==> src/rtl/core/dsd_pkg.sv <==
`default_nettype none

package dsd_pkg;

  // Nesting limit for structure and header opens.
  localparam int MaxDepth = 8;
  localparam int DepthW   = 4;

  // Number of command entries held between the front and back parts.
  localparam int QueueDepth = 2;

  // Input action codes.
  localparam logic ACT_BYTE = 1'b0;
  localparam logic ACT_END  = 1'b1;

  // Configuration register indexes.
  localparam logic CFG_START_MODE   = 1'b0;
  localparam logic CFG_NEWLINE_CODE = 1'b1;

  // Control bytes of the escaped format.
  localparam logic [7:0] BYTE_LF    = 8'd10;
  localparam logic [7:0] BYTE_CR    = 8'd13;
  localparam logic [7:0] BYTE_NUM16 = 8'd16;
  localparam logic [7:0] BYTE_NUM17 = 8'd17;
  localparam logic [7:0] BYTE_NUM18 = 8'd18;
  localparam logic [7:0] BYTE_NUM19 = 8'd19;
  localparam logic [7:0] BYTE_OPEN  = 8'd20;
  localparam logic [7:0] BYTE_CLOSE = 8'd21;
  localparam logic [7:0] BYTE_ESC   = 8'd27;
  localparam logic [7:0] CH_CARET   = 8'h5E;
  localparam logic [7:0] CH_BSLASH  = 8'h5C;
  localparam logic [7:0] CH_LBRACK  = 8'h5B;
  localparam logic [7:0] CH_M       = 8'h6D;
  localparam logic [7:0] CH_ZERO    = 8'h30;
  localparam logic [7:0] CH_ONE     = 8'h31;
  localparam logic [7:0] CH_FOUR    = 8'h34;

  // Legacy newline character.
  localparam logic [15:0] LEGACY_NL = 16'hFFFF;

  typedef enum logic [3:0] {
    ST_BIN   = 4'd0,
    ST_TEXT  = 4'd1,
    ST_TYPE  = 4'd2,
    ST_HINT  = 4'd3,
    ST_NUM16 = 4'd4,
    ST_NUM17 = 4'd5,
    ST_NUM18 = 4'd6,
    ST_NUM19 = 4'd7,
    ST_ESC   = 4'd8,
    ST_CSI   = 4'd9,
    ST_CSI1  = 4'd10,
    ST_CSI0  = 4'd11,
    ST_CSI4  = 4'd12
  } parse_st_t;

  typedef enum logic [2:0] {
    KIND_CHAR  = 3'd0,
    KIND_OPEN  = 3'd1,
    KIND_CLOSE = 3'd2,
    KIND_HINT  = 3'd3,
    KIND_END   = 3'd4
  } res_kind_t;

  typedef struct packed {
    logic       action;
    logic [7:0] in_byte;
  } in_word_t;

  typedef struct packed {
    res_kind_t   kind;
    logic [31:0] value;
    logic        legacy;
    logic        overflow;
    logic        last;
  } out_word_t;

  // One result as prepared by the front part.
  typedef struct packed {
    res_kind_t   kind;
    logic [31:0] value;
    logic        overflow;
  } cmd_item_t;

  // One command: either up to three listed results, or an end flush that
  // gives a number of closes followed by the end result.
  typedef struct packed {
    logic              flush;
    logic [DepthW-1:0] nclose;
    logic [1:0]        cnt;
    logic              legacy;
    cmd_item_t [2:0]   items;
  } cmd_t;

endpackage

`default_nettype wire

==> src/rtl/core/dsd_front.sv <==
`default_nettype none

module dsd_front (
  input  wire logic            clk,
  input  wire logic            rst_n,
  input  wire logic            in_valid,
  output logic                 in_stall,
  input  wire dsd_pkg::in_word_t in_data,
  input  wire logic            cfg_valid,
  output logic                 cfg_ready,
  input  wire logic            cfg_index,
  input  wire logic [31:0]     cfg_data,
  input  wire logic            q_full,
  output logic                 q_push,
  output dsd_pkg::cmd_t        q_data
);
  import dsd_pkg::*;

  typedef struct packed {
    parse_st_t st;
    logic      clr;
    logic      emit;
    logic      dec;
    cmd_item_t item;
  } txt_t;

  // Decode of one byte in plain text state.
  function automatic txt_t text_step(input logic [7:0] c, input logic [DepthW-1:0] dep,
                                     input logic [15:0] nl);
    txt_t r;
    r = '0;
    r.st = ST_TEXT;
    r.item.kind = KIND_CHAR;
    r.item.value = {24'd0, c};
    r.item.overflow = 1'b0;
    case (c)
      BYTE_CR: begin
      end
      BYTE_LF: begin
        r.emit = 1'b1;
        r.item.value = {16'd0, nl};
      end
      BYTE_NUM16: begin
        r.clr = 1'b1;
        r.st = ST_NUM16;
      end
      BYTE_NUM17: begin
        r.clr = 1'b1;
        r.st = ST_NUM17;
      end
      BYTE_NUM18: begin
        r.clr = 1'b1;
        r.st = ST_NUM18;
      end
      BYTE_NUM19: begin
        r.clr = 1'b1;
        r.st = ST_NUM19;
      end
      BYTE_OPEN: begin
        r.st = ST_TYPE;
      end
      BYTE_CLOSE: begin
        if (dep != '0) begin
          r.emit = 1'b1;
          r.dec = 1'b1;
          r.item.kind = KIND_CLOSE;
          r.item.value = '0;
        end
      end
      BYTE_ESC: begin
        r.st = ST_ESC;
      end
      default: begin
        r.emit = 1'b1;
      end
    endcase
    return r;
  endfunction

  logic              start_mode_r, start_mode_nxt;
  logic [15:0]       newline_r, newline_nxt;
  parse_st_t         st_r, st_nxt;
  logic [31:0]       acc_r, acc_nxt;
  logic              leg_r, leg_nxt;
  logic [DepthW-1:0] dep_r, dep_nxt;

  logic        accept;
  logic [7:0]  c;
  logic [15:0] nl;
  logic [5:0]  dig;
  logic        dig_end;
  logic [31:0] acc_shift;
  txt_t        tb;
  logic        use_tb;
  logic [1:0]  tb_slot;
  cmd_t        cmd;
  logic [7:0]  type_byte;
  logic [7:0]  seen;

  // A configuration write is taken only in a cycle in which no input word is accepted.
  assign in_stall  = q_full;
  assign accept    = in_valid && !in_stall;
  assign cfg_ready = !accept;
  assign c         = in_data.in_byte;
  assign nl        = leg_r ? LEGACY_NL : newline_r;
  assign tb        = text_step(c, dep_r, nl);

  // Digit value of a number byte; bit 4 or 5 set means the number ends.
  always_comb begin
    if (c inside {[8'h30:8'h39]}) begin
      dig = {2'b00, c[3:0]};
    end else if (c inside {[8'h61:8'h66]}) begin
      dig = 6'(c - 8'h57);
    end else if (c inside {[8'h41:8'h50]}) begin
      dig = 6'(c - 8'h31);
    end else begin
      dig = 6'd32;
    end
  end

  assign dig_end   = dig[5:4] != 2'b00;
  assign acc_shift = {acc_r[27:0], dig[3:0]};
  assign type_byte = (c < 8'd32 || c > 8'd127) ? 8'd0 : c;

  always_comb begin
    case (st_r)
      ST_CSI1: seen = CH_ONE;
      ST_CSI0: seen = CH_ZERO;
      default: seen = CH_FOUR;
    endcase
  end

  // Classification of the accepted word into the next state and a command.
  always_comb begin
    start_mode_nxt = start_mode_r;
    newline_nxt    = newline_r;
    st_nxt         = st_r;
    acc_nxt        = acc_r;
    leg_nxt        = leg_r;
    dep_nxt        = dep_r;
    cmd            = '0;
    cmd.legacy     = leg_r;
    use_tb         = 1'b0;
    tb_slot        = 2'd0;
    for (int k = 0; k < 3; k++) begin
      cmd.items[k].kind = KIND_CHAR;
    end

    if (accept) begin
      if (in_data.action == ACT_END) begin
        cmd.flush  = 1'b1;
        cmd.nclose = dep_r;
        st_nxt     = start_mode_r ? ST_TEXT : ST_BIN;
        acc_nxt    = '0;
        leg_nxt    = 1'b0;
        dep_nxt    = '0;
      end else begin
        case (st_r)
          ST_BIN: begin
            cmd.cnt = 2'd1;
            cmd.items[0].value = (c == BYTE_LF) ? {16'd0, nl} : {24'd0, c};
          end
          ST_TYPE: begin
            if (c == BYTE_NUM18) begin
              st_nxt  = ST_HINT;
              acc_nxt = '0;
            end else begin
              cmd.cnt = 2'd1;
              cmd.items[0].kind  = KIND_OPEN;
              cmd.items[0].value = {24'd0, type_byte};
              if (dep_r < DepthW'(MaxDepth)) begin
                dep_nxt = dep_r + 1'b1;
              end else begin
                cmd.items[0].overflow = 1'b1;
              end
              st_nxt = ST_TEXT;
            end
          end
          ST_HINT, ST_NUM16, ST_NUM17, ST_NUM18, ST_NUM19: begin
            acc_nxt = acc_shift;
            if (dig_end) begin
              st_nxt  = ST_TEXT;
              cmd.cnt = 2'd1;
              case (st_r)
                ST_HINT: begin
                  cmd.items[0].kind  = KIND_HINT;
                  cmd.items[0].value = acc_shift;
                  st_nxt = ST_TYPE;
                end
                ST_NUM18: begin
                  cmd.cnt = 2'd2;
                  cmd.items[0].value = {16'd0, acc_shift[31:16]};
                  cmd.items[1].value = {16'd0, acc_shift[15:0]};
                end
                ST_NUM19: begin
                  cmd.items[0].value = {16'd0, ~acc_shift[15:0]};
                end
                default: begin
                  cmd.items[0].value = {16'd0, acc_shift[15:0]};
                end
              endcase
            end
          end
          ST_ESC: begin
            if (c == CH_CARET || c == CH_BSLASH) begin
              st_nxt = ST_TEXT;
            end else if (c == CH_LBRACK) begin
              st_nxt = ST_CSI;
            end else begin
              use_tb = 1'b1;
            end
          end
          ST_CSI: begin
            if (c == CH_ZERO) begin
              st_nxt = ST_CSI0;
            end else if (c == CH_ONE) begin
              leg_nxt = 1'b1;
              st_nxt  = ST_CSI1;
            end else if (c == CH_FOUR) begin
              leg_nxt = 1'b0;
              st_nxt  = ST_CSI4;
            end else begin
              cmd.items[0].value = {24'd0, CH_LBRACK};
              use_tb  = 1'b1;
              tb_slot = 2'd1;
            end
          end
          ST_CSI1, ST_CSI0, ST_CSI4: begin
            if (c == CH_M) begin
              if (st_r == ST_CSI0) begin
                st_nxt = ST_TEXT;
                if (dep_r != '0) begin
                  dep_nxt = dep_r - 1'b1;
                  cmd.cnt = 2'd1;
                  cmd.items[0].kind  = KIND_CLOSE;
                  cmd.items[0].value = '0;
                end
              end else begin
                st_nxt = ST_TYPE;
              end
            end else begin
              cmd.items[0].value = {24'd0, CH_LBRACK};
              cmd.items[1].value = {24'd0, seen};
              use_tb  = 1'b1;
              tb_slot = 2'd2;
            end
          end
          default: begin
            use_tb = 1'b1;
          end
        endcase

        // Text decode of the byte, placed after any fallback characters.
        if (use_tb) begin
          st_nxt = tb.st;
          if (tb.clr) begin
            acc_nxt = '0;
          end
          if (tb.dec) begin
            dep_nxt = dep_r - 1'b1;
          end
          cmd.cnt = tb.emit ? tb_slot + 2'd1 : tb_slot;
          if (tb.emit) begin
            cmd.items[tb_slot] = tb.item;
          end
        end
      end
    end else if (cfg_valid && cfg_ready) begin
      if (cfg_index == CFG_START_MODE) begin
        start_mode_nxt = cfg_data[0];
        st_nxt  = cfg_data[0] ? ST_TEXT : ST_BIN;
        acc_nxt = '0;
      end else begin
        newline_nxt = cfg_data[15:0];
      end
    end
  end

  assign q_push = accept && (cmd.flush || cmd.cnt != 2'd0);
  assign q_data = cmd;

  // State registers.
  always_ff @(posedge clk) begin
    if (!rst_n) begin
      start_mode_r <= 1'b1;
      newline_r    <= 16'd10;
      st_r         <= ST_TEXT;
      acc_r        <= '0;
      leg_r        <= 1'b0;
      dep_r        <= '0;
    end else begin
      start_mode_r <= start_mode_nxt;
      newline_r    <= newline_nxt;
      st_r         <= st_nxt;
      acc_r        <= acc_nxt;
      leg_r        <= leg_nxt;
      dep_r        <= dep_nxt;
    end
  end

endmodule

`default_nettype wire

==> src/rtl/core/dsd_queue.sv <==
`default_nettype none

module dsd_queue (
  input  wire logic          clk,
  input  wire logic          rst_n,
  input  wire logic          push,
  input  wire dsd_pkg::cmd_t push_data,
  input  wire logic          pop,
  output dsd_pkg::cmd_t      head,
  output logic               empty,
  output logic               full
);
  import dsd_pkg::*;

  cmd_t       mem_r [QueueDepth];
  logic       wr_ptr_r, wr_ptr_nxt;
  logic       rd_ptr_r, rd_ptr_nxt;
  logic [1:0] count_r, count_nxt;

  assign empty = count_r == 2'd0;
  assign full  = count_r == 2'(QueueDepth);
  assign head  = mem_r[rd_ptr_r];

  // Pointer and fill count update.
  always_comb begin
    wr_ptr_nxt = push ? ~wr_ptr_r : wr_ptr_r;
    rd_ptr_nxt = pop ? ~rd_ptr_r : rd_ptr_r;
    count_nxt  = count_r;
    if (push && !pop) begin
      count_nxt = count_r + 2'd1;
    end else if (pop && !push) begin
      count_nxt = count_r - 2'd1;
    end
  end

  always_ff @(posedge clk) begin
    if (!rst_n) begin
      wr_ptr_r <= 1'b0;
      rd_ptr_r <= 1'b0;
      count_r  <= '0;
    end else begin
      wr_ptr_r <= wr_ptr_nxt;
      rd_ptr_r <= rd_ptr_nxt;
      count_r  <= count_nxt;
    end
  end

  // Entry storage.
  always_ff @(posedge clk) begin
    if (push) begin
      mem_r[wr_ptr_r] <= push_data;
    end
  end

  // The front part never writes into a full queue.
  assert property (@(posedge clk) disable iff (!rst_n) push |-> !full)
    else $error("queue written while full");

  // The back part never takes from an empty queue.
  assert property (@(posedge clk) disable iff (!rst_n) pop |-> !empty)
    else $error("queue read while empty");

  // The fill count agrees with the pointers.
  assert property (@(posedge clk) disable iff (!rst_n)
    (count_r <= 2'(QueueDepth)) &&
    ((count_r == 2'd1) == (wr_ptr_r != rd_ptr_r)))
    else $error("queue count and pointers disagree");

endmodule

`default_nettype wire

==> src/rtl/core/dsd_back.sv <==
`default_nettype none

module dsd_back (
  input  wire logic          clk,
  input  wire logic          rst_n,
  input  wire dsd_pkg::cmd_t head,
  input  wire logic          q_empty,
  output logic               q_pop,
  output logic               out_valid,
  input  wire logic          out_stall,
  output dsd_pkg::out_word_t out_data
);
  import dsd_pkg::*;

  logic [DepthW-1:0] idx_r, idx_nxt;
  logic              out_valid_r, out_valid_nxt;
  out_word_t         out_r;
  out_word_t         word;
  cmd_item_t         item;
  logic              load;

  assign item = head.items[idx_r[1:0]];

  // Result word selected by the position within the head command.
  always_comb begin
    word.legacy = head.legacy;
    if (head.flush) begin
      word.value    = '0;
      word.overflow = 1'b0;
      if (idx_r < head.nclose) begin
        word.kind = KIND_CLOSE;
        word.last = 1'b0;
      end else begin
        word.kind = KIND_END;
        word.last = 1'b1;
      end
    end else begin
      word.kind     = item.kind;
      word.value    = item.value;
      word.overflow = item.overflow;
      word.last     = (idx_r[1:0] + 2'd1) == head.cnt;
    end
  end

  // Load the output register when it is free or being taken.
  assign load  = !q_empty && (!out_valid_r || !out_stall);
  assign q_pop = load && word.last;

  always_comb begin
    idx_nxt = idx_r;
    if (q_pop) begin
      idx_nxt = '0;
    end else if (load) begin
      idx_nxt = idx_r + 1'b1;
    end
    if (load) begin
      out_valid_nxt = 1'b1;
    end else begin
      out_valid_nxt = out_valid_r && out_stall;
    end
  end

  always_ff @(posedge clk) begin
    if (!rst_n) begin
      idx_r       <= '0;
      out_valid_r <= 1'b0;
    end else begin
      idx_r       <= idx_nxt;
      out_valid_r <= out_valid_nxt;
    end
  end

  always_ff @(posedge clk) begin
    if (load) begin
      out_r <= word;
    end
  end

  assign out_valid = out_valid_r;
  assign out_data  = out_r;

endmodule

`default_nettype wire

==> src/rtl/core/escaped_document_stream_decoder_unit.sv <==
`default_nettype none

// An accepted byte's result words pass through the command queue and then the output register.
// Throughput: one byte per cycle while each byte gives at most one word and the output is
// not stalled; the output register emits one word per cycle while not stalled, and an end of input
// gives one close per open level plus the end word; a two-entry command queue between the
// decoder and the output side sets how far the input runs ahead.
// Reset (rst_n low, synchronous) restores registers, mode and depth and empties the queue.
module escaped_document_stream_decoder_unit (
  input  wire logic              clk,
  input  wire logic              rst_n,
  input  wire logic              in_valid,
  output logic                   in_stall,
  input  wire dsd_pkg::in_word_t in_data,
  output logic                   out_valid,
  input  wire logic              out_stall,
  output dsd_pkg::out_word_t     out_data,
  input  wire logic              cfg_valid,
  output logic                   cfg_ready,
  input  wire logic              cfg_index,
  input  wire logic [31:0]       cfg_data
);
  import dsd_pkg::*;

  logic q_full;
  logic q_empty;
  logic q_push;
  logic q_pop;
  cmd_t q_wdata;
  cmd_t q_head;

  // Byte classification and parser state.
  dsd_front u_front (
    .clk       (clk),
    .rst_n     (rst_n),
    .in_valid  (in_valid),
    .in_stall  (in_stall),
    .in_data   (in_data),
    .cfg_valid (cfg_valid),
    .cfg_ready (cfg_ready),
    .cfg_index (cfg_index),
    .cfg_data  (cfg_data),
    .q_full    (q_full),
    .q_push    (q_push),
    .q_data    (q_wdata)
  );

  // Command queue between the two sides.
  dsd_queue u_queue (
    .clk       (clk),
    .rst_n     (rst_n),
    .push      (q_push),
    .push_data (q_wdata),
    .pop       (q_pop),
    .head      (q_head),
    .empty     (q_empty),
    .full      (q_full)
  );

  // Expansion of commands into result words.
  dsd_back u_back (
    .clk       (clk),
    .rst_n     (rst_n),
    .head      (q_head),
    .q_empty   (q_empty),
    .q_pop     (q_pop),
    .out_valid (out_valid),
    .out_stall (out_stall),
    .out_data  (out_data)
  );

endmodule

`default_nettype wire

==> config.mk <==
export PLATFORM = sky130hd
export DESIGN_NAME = escaped_document_stream_decoder_unit
export DESIGN_NICKNAME = d
export VERILOG_FILES = /design/src/rtl/core/dsd_pkg.sv /design/src/rtl/core/dsd_front.sv /design/src/rtl/core/dsd_queue.sv /design/src/rtl/core/dsd_back.sv /design/src/rtl/core/escaped_document_stream_decoder_unit.sv
export SDC_FILE = /design/constraint.sdc
export NUM_CORES = 1
export LEC_CHECK = 0
export BUFFER_PORTS_ARGS = -buffer_cell sky130_fd_sc_hd__buf_2
export CAP_MARGIN = 20
export CORE_MARGIN = 4
export CORE_UTILIZATION = 50
export CTS_CLUSTER_SIZE = 12
export DETAILED_ROUTE_END_ITERATION = 7
export HOLD_SLACK_MARGIN = 0.02
export PLACE_DENSITY = 0.64
export RECOVER_POWER = 100
export SLEW_MARGIN = 5
export SYNTH_ARGS = -nofsm -noshare
export SYNTH_HDL_FRONTEND = slang
export SYNTH_SLANG_ARGS = --single-unit
==> constraint.sdc <==
create_clock -name clk -period 7.21 [get_ports clk]
set_clock_uncertainty 0.2 [all_clocks]
set_input_delay 0.3605 -clock clk [delete_from_list [all_inputs] [get_ports clk]]
set_output_delay 0.3605 -clock clk [all_outputs]
set_load 0.1 [all_outputs]
* Yosys cells after proc, flatten, opt, wreduce, memory -nomap -nowiden
Memories as Yosys holds them, arrays and structs flattened. A register that Yosys moved wholly into a read port is not among the register bits.
Cells that the tools add are included.
** Cells by class
- $add $sub $neg :: 9
- $lt $le $gt $ge :: 13
- Equality and inequality tests :: 36
- Multiplexer cells :: 128
- Bitwise logic cells :: 6
- Reduce and logical (&&, ||, !) cells :: 43
** Operators by type and width (count)
- 32-bit two-way mux :: 15
- 108-bit two-way mux :: 4
- 32-bit case mux with 2 select lines :: 3
- 32-bit case mux with 5 select lines :: 1
- 108-bit bitwise mux :: 1
- 34-bit two-way mux :: 3
- 32-bit case mux with 3 select lines :: 1
- 4-bit two-way mux :: 21
- 36-bit binary-select mux with 2-bit select :: 1
- 36-bit demux with 2-bit select :: 1
- 36-bit two-way mux :: 2
- 35-bit two-way mux :: 2
- 8-bit by 5-bit equality test with 1-bit output, second input constant :: 7
- 16-bit two-way mux :: 3
- 37-bit two-way mux :: 1
- 2-bit two-way mux :: 18
- 8-bit by 7-bit equality test with 1-bit output, second input constant :: 4
- 1-bit two-way mux :: 30
- 8-bit by 6-bit equality test with 1-bit output, second input constant :: 3
- 6-bit two-way mux :: 4
- 4-bit case mux with 6 select lines :: 1
- 4-bit equality test, second input constant :: 5
- 4-bit case mux with 5 select lines :: 1
- 4-bit by 3-bit equality test with 1-bit output, second input constant :: 4
- other kinds (56) :: 99
** Word-level totals
- Flip-flop bits (word level) :: 105
- RAM bits :: 232
- Input port bits :: 47
- Word-level logic and storage cells :: 252
- Memories kept :: 1
** Memory list
- u_queue.mem_r :: depth 2, width 116, read ports 1, clocked after memory_dff 1, wr ports 1, line dsd_queue.sv:15 : cmd_t mem_r [QueueDepth];

* Longest topological paths before layout
- Depth after elaboration :: 19
- Depth in mapped cells :: 15
- Mapped depth without buffers :: 13

* By module
From an unflattened synthesis, not the netlist that was laid out.
** Second synthesis, totals
- Cell total of the unflattened synthesis :: 1343
- Area total of the unflattened synthesis :: 16299.4 sq um
** Modules (own cells, without submodules)
- dsd_queue :: instances 1, cells each 383, area each 8742.1 sq um
- dsd_front :: instances 1, cells each 719, area each 5137.4 sq um
- dsd_back :: instances 1, cells each 241, area each 2419.8 sq um

* Worst setup path before layout
No wires, ideal clock.
- Kind :: input to register
- From :: input port in_data[0] in the netlist's numbering
- To :: memory u_queue.mem_r[0][0] in the netlist's numbering, enable pin
- Library setup time :: 522 ps
- Arrival time :: 5733 ps
- Data required time :: 6488 ps
- Path slack :: 755 ps
- Cell stages on the path :: 11
- Buffers on the path :: 2
- Path through :: buf_2 > inv_1 > ha_1 > clkbuf_1 > o2111ai_1 > nand2_1 > ha_1 > mux2i_1 > a21oi_2 > a21oi_2 > nor2b_1
** On the way
- Word-level cells in the longest chain between the ends :: 17
- Elaborated cells on any way between the ends :: 63
** RTL lines
- start: declaration :: line escaped_document_stream_decoder_unit.sv:14 : input wire dsd_pkg::in_word_t in_data,
- 8-bit by 6-bit equality test with 1-bit output :: line dsd_front.sv:219 : end else if (c == CH_FOUR) begin
- 1-bit two-way mux :: line dsd_front.sv:219
- 2-bit two-way mux :: line dsd_front.sv:216 : end else if (c == CH_ONE) begin
- 2-bit two-way mux :: line dsd_front.sv:214 : if (c == CH_ZERO) begin
- 2-bit case mux with 2 select lines :: line dsd_front.sv:158 : case (st_r)
- 2-bit two-way mux :: line dsd_front.sv:150 : if (in_data.action == ACT_END) begin
- 2-bit two-way mux :: line dsd_front.sv:149 : if (accept) begin
- 2-bit by 1-bit adder with 2-bit output :: line dsd_front.sv:262 : cmd.cnt = tb.emit ? tb_slot + 2'd1 : tb_slot;
- [... 2 more ...]
- 2-bit two-way mux (*) :: line dsd_front.sv:150
- 7-bit two-way mux (*) :: line dsd_front.sv:149
- 2-bit nonzero test (*) :: line dsd_front.sv:279 : assign q_push = accept && (cmd.flush || cmd.cnt != 2'd0);
- 1-bit logical OR (*) :: line dsd_front.sv:279
- 1-bit logical AND (*) :: line dsd_front.sv:279
- named net q_push :: line escaped_document_stream_decoder_unit.sv:27 : logic q_push;
- 1-bit two-way mux (*) :: line dsd_queue.sv:50 : if (push) begin
- 1-bit two-way mux (not written as such) (*) :: line dsd_queue.sv:51 : mem_r[wr_ptr_r] <= push_data;
- end: declaration :: line dsd_queue.sv:15
The timed path passes the listed nets; every way through them passes the cells marked *. The select of a mux whose other input is x is not followed.

* Final worst setup path
- From :: register u_front.st_r[2]
- To :: memory u_queue.mem_r[1][0] in the netlist's numbering, enable pin
** On the way
- Word-level cells in the longest chain between the ends :: 15
- Elaborated cells on any way between the ends :: 36
** RTL lines
- start: declaration :: line dsd_front.sv:82 : parse_st_t st_r, st_nxt;
- start signal: assignment :: line dsd_front.sv:294 : st_r <= st_nxt;
- 4-bit equality test, on equally long branches :: line dsd_front.sv:158, dsd_front.sv:230
- 3-bit OR reduction :: line dsd_front.sv:158
- 2-bit case mux with 2 select lines :: line dsd_front.sv:158
- 2-bit two-way mux :: line dsd_front.sv:150
- 2-bit two-way mux :: line dsd_front.sv:149
- 2-bit by 1-bit adder with 2-bit output :: line dsd_front.sv:262
- 2-bit two-way mux :: line dsd_front.sv:262
- 2-bit two-way mux (*) :: line dsd_front.sv:254 : if (use_tb) begin
- 2-bit two-way mux (*) :: line dsd_front.sv:150
- 7-bit two-way mux (*) :: line dsd_front.sv:149
- 2-bit nonzero test (*) :: line dsd_front.sv:279
- 1-bit logical OR (*) :: line dsd_front.sv:279
- 1-bit logical AND (*) :: line dsd_front.sv:279
- named net q_push :: line escaped_document_stream_decoder_unit.sv:27
- 1-bit two-way mux (*) :: line dsd_queue.sv:50
- 1-bit two-way mux (not written as such) (*) :: line dsd_queue.sv:51
Marks and branches as above.

==> metrics.md <==
| Metric | Value |
|---|---|
| Starting Density | `51.41%` |
| Worst R2R End | `u_queue.mem_r[1][0]` |
| Longest Clk Path Bufs | `3` |
| Setup TNS | `0 ns` |
| Post-cts sizing count | `0` |
| Clock transition at the registers of the reported paths | `around 0.06 ns` |
| Yosys reg bits | `256` |
| Worst R2R Setup Slack | `between 1.5 and 2 ns` |
| Die height | `164.0 microns` |
| Number of synthesized flops with an enable pin | `192` |
| First-pass GRT wire length | `about 45000 microns` |
| Sequential-to-total area share from yosys stat | `57.88%` |
| Initial antenna violation count | `0` |
| Yosys cell types | `78` |
| Critical path peak fanout | `57` |
| Avg WL per Cell | `20.15 microns` |
| Worst VDD drop | `0.0002763 V` |
| TritonCTS Sinks | `256` |
| Max Cap Viol | `1` |
| Worst slew pin tran | `2.387 ns` |
| Router iterations before antenna repair | `7` |
| Slew Viols, Final | `44` |
| HPWL after DPL | `19150 microns` |
| Inserted Diodes | `0` |
| Die Footprint | `~27000 sq um` |
| Hold buffer count at CTS | `17` |
| Vias per cell | `5.912` |
| Leak Pwr | `4.511 nW` |
| Largest net degree at the start of global routing | `58` |
| Max-Slew Margin vs Limit | `-59.17%` |
| Postcts setup bufs | `0` |
| Syn avg cell area | `about 12 sq um` |
| Commonest non-fill, non-tap cell in the layout | `edfxtp_1` |
| Hold depth | `4` |
| Total CTS buffers | `27` |
| Total power | `around 5.2 mW` |
| Critical Path RT | `7.15 ns` |
| Cells after Synth | `1030` |
| H-tree depth | `1` |
| Vias in the first global route | `7917` |
| Fin crit period | `5.469 ns` |
| WS Path Type | `register to register` |
| Routed Antenna Nets | `0` |
| Period utilisation layout | `~76%` |
| R2R depth | `7` |
| Hold Path Sink | `u_front.st_r[3]` |
| Core area | `23680 sq um` |
| Final wirelength | `28710 microns` |
| Final setup fails | `0` |
| Fraction of layout cells with a size suffix above 1 | `around a tenth` |
| Power Dens Cells | `380.1 nW/um^2` |
| Worst flop-to-flop path startpoint | `u_front.st_r[2]` |
| Die width | `~160 microns` |
| DRT iter0 DRCs | `845` |
| Synth warnings | `0` |
| Area grow syn2layout | `11.54%` |
| Status | `complete, but fails checks` |
| Critical path startpoint category | `register` |
| DR DRC count | `0` |
| Min-delay src | `cfg_valid` |
| Worst setup EP type | `register` |
| Overflow after GRT | `0` |
| Placement Rows | `56` |
| CTS tree | `built` |
| Port bufs | `between 70 and 80` |
| F_max | `182.8 MHz` |
| Crit path DAT | `5.41 ns` |
| Ys flop type | `edfxtp_1` |
| GPL Wtd Cong | `around 0.9` |
| Post-Syn Area | `12180 sq um` |
| DR vias | `8425` |
| Worst hold slack | `0.04829 ns` |
| RSZ-0062 raised after global routing | `false` |
| Layout Nets | `1147` |
| Worst Hold Class | `input port to register` |
| Syn Nets | `roughly 1100` |
| Clock Latency Late Sink | `0.52 ns` |
| Final-report hold violation count | `0` |
| Gr usage total | `21.12%` |
| Post-synth ARST share | `0%` |
| Boundary Pins | `88` |
| Violated checks | `capacitance limit, slew limit` |
| Most frequent cells in the layout | `edfxtp_1 (192), nor2_1 (113), nand2_1 (76)` |
| Root Buffer | `clkbuf_16` |
-- metal layers --
layer / global-route usage [%] / wire [microns] / part of all wire [%] / up-vias
met1: 31.12 / 12970 / 45 / 4135
met3: 2.334 / 1566 / 5.5 / 43
met2: 34.01 / 13650 / 48 / 255
met5: 0 / 0 / 0 / -
met4: 4.880 / 524 / 1.8 / 0
li1: - / - / - / 3992
-- how the worst max path moves through the flow --
stage / end / start / cells after the start
after CTS: u_queue.mem_r[0][48] / u_front.st_r[2] / 8
after detailed placement: u_queue.mem_r[0][108] / in_data[1] / 12
after global placement: u_queue.mem_r[0][43] / in_data[1] / 12
after global routing: u_queue.mem_r[1][70] / u_front.st_r[2] / 7
final: u_queue.mem_r[1][0] / u_front.st_r[2] / 7
after floorplan: u_queue.mem_r[0][0] / in_data[0] / 11
-- cell usage after synthesis (all sizes together) (6+ instances only) --
cell type	count	area, sq um
edfxtp	192	5766
nor2	115	444.2
nand2	76	285.3
dfxtp	64	1281
mux2i	52	520.5
buf	39	210.2
clkbuf	34	127.6
inv	31	116.4
and2	30	187.7
a21oi	29	163.9
o21ai	29	145.1
a22o	28	245.2
a22oi	28	215.2
a21boi	24	191.4
o22ai	22	137.6
nand3	18	90.09
mux4	17	382.9
nor3	17	85.08
ha	15	187.7
a211oi	14	105.1
nor3b	13	107.6
nor2b	11	68.82
nand2b	10	62.56
nor4	9	71.32
and3	7	43.79
nand4	6	37.54
o21bai	6	45.04
or2	6	37.54
-- cell type report --
| cell class | instances | area [sq um] |
|---|---|---|
| Fill cell | 2054 | 10100 |
| Sequential cell | 256 | 7047 |
| Multi-Input combinational cell | 670 | 4628 |
| Clock buffer | 44 | 779.5 |
| Timing Repair Buffer | 99 | 550.5 |
| Tap cell | 319 | 399.1 |
| Inverter | 31 | 116.4 |
| Clock inverter | 6 | 60.06 |
-- state kept, by name (all words and copies together) (netlist names), 2 cells and up, named ones only --
signal             flops
u_queue.mem_r        154
u_front.newline_r     16
u_back.idx_r           4
u_back.out_data       38
u_front.dep_r          4
u_front.st_r           4
u_front.acc_r         28
u_queue.count_r        2
-- metrics by stage --
step / instances / cell area [sq um] / util (%) / setup slack [ns]
after floorplan: 1030 / 12180 / - / 0.7549
after global placement: 1356 / 12680 / 53.56 / 2.514
after detailed placement: 1356 / 12680 / 53.56 / 2.406
after CTS: 1423 / 13690 / 57.82 / 2.603
after global routing: 1425 / 13580 / 57.34 / 1.358
final: 1425 / 13580 / 57.34 / 1.741
-- kinds of logic after synthesis --
| group | after synthesis | synth area share, % |
|---|---|---|
| buffers and inverters | 104 | 3.730 |
| adder cells (fa/ha/maj) | 15 | 1.541 |
| multiplexers | 70 | 7.512 |
| flip-flops | 256 | 57.88 |
| AND/OR/NAND/NOR | 336 | 13.95 |
| AO/OA/AOI/OAI | 241 | 14.82 |
| XOR/XNOR | 8 | 0.5754 |
-- power by group --
group	total, mW	switching [mW]	internal, mW
logic	1.80	1.44	0.354
clock network	1.31	0.535	0.772
registers	2.06	0.0844	1.97
total	5.16	2.06	3.10
-- worst max-delay path, stage by stage, from the launching register on --
cell and delay [ns]:
dfxtp_1 0.64, nor2b_1 0.38, and2_0 0.85, and3_1 0.87
a21oi_1 0.13, a21oi_1 0.31, and2_4 0.71, clkbuf_1 0.94
Note: power is estimated with default switching activity, not from simulation.
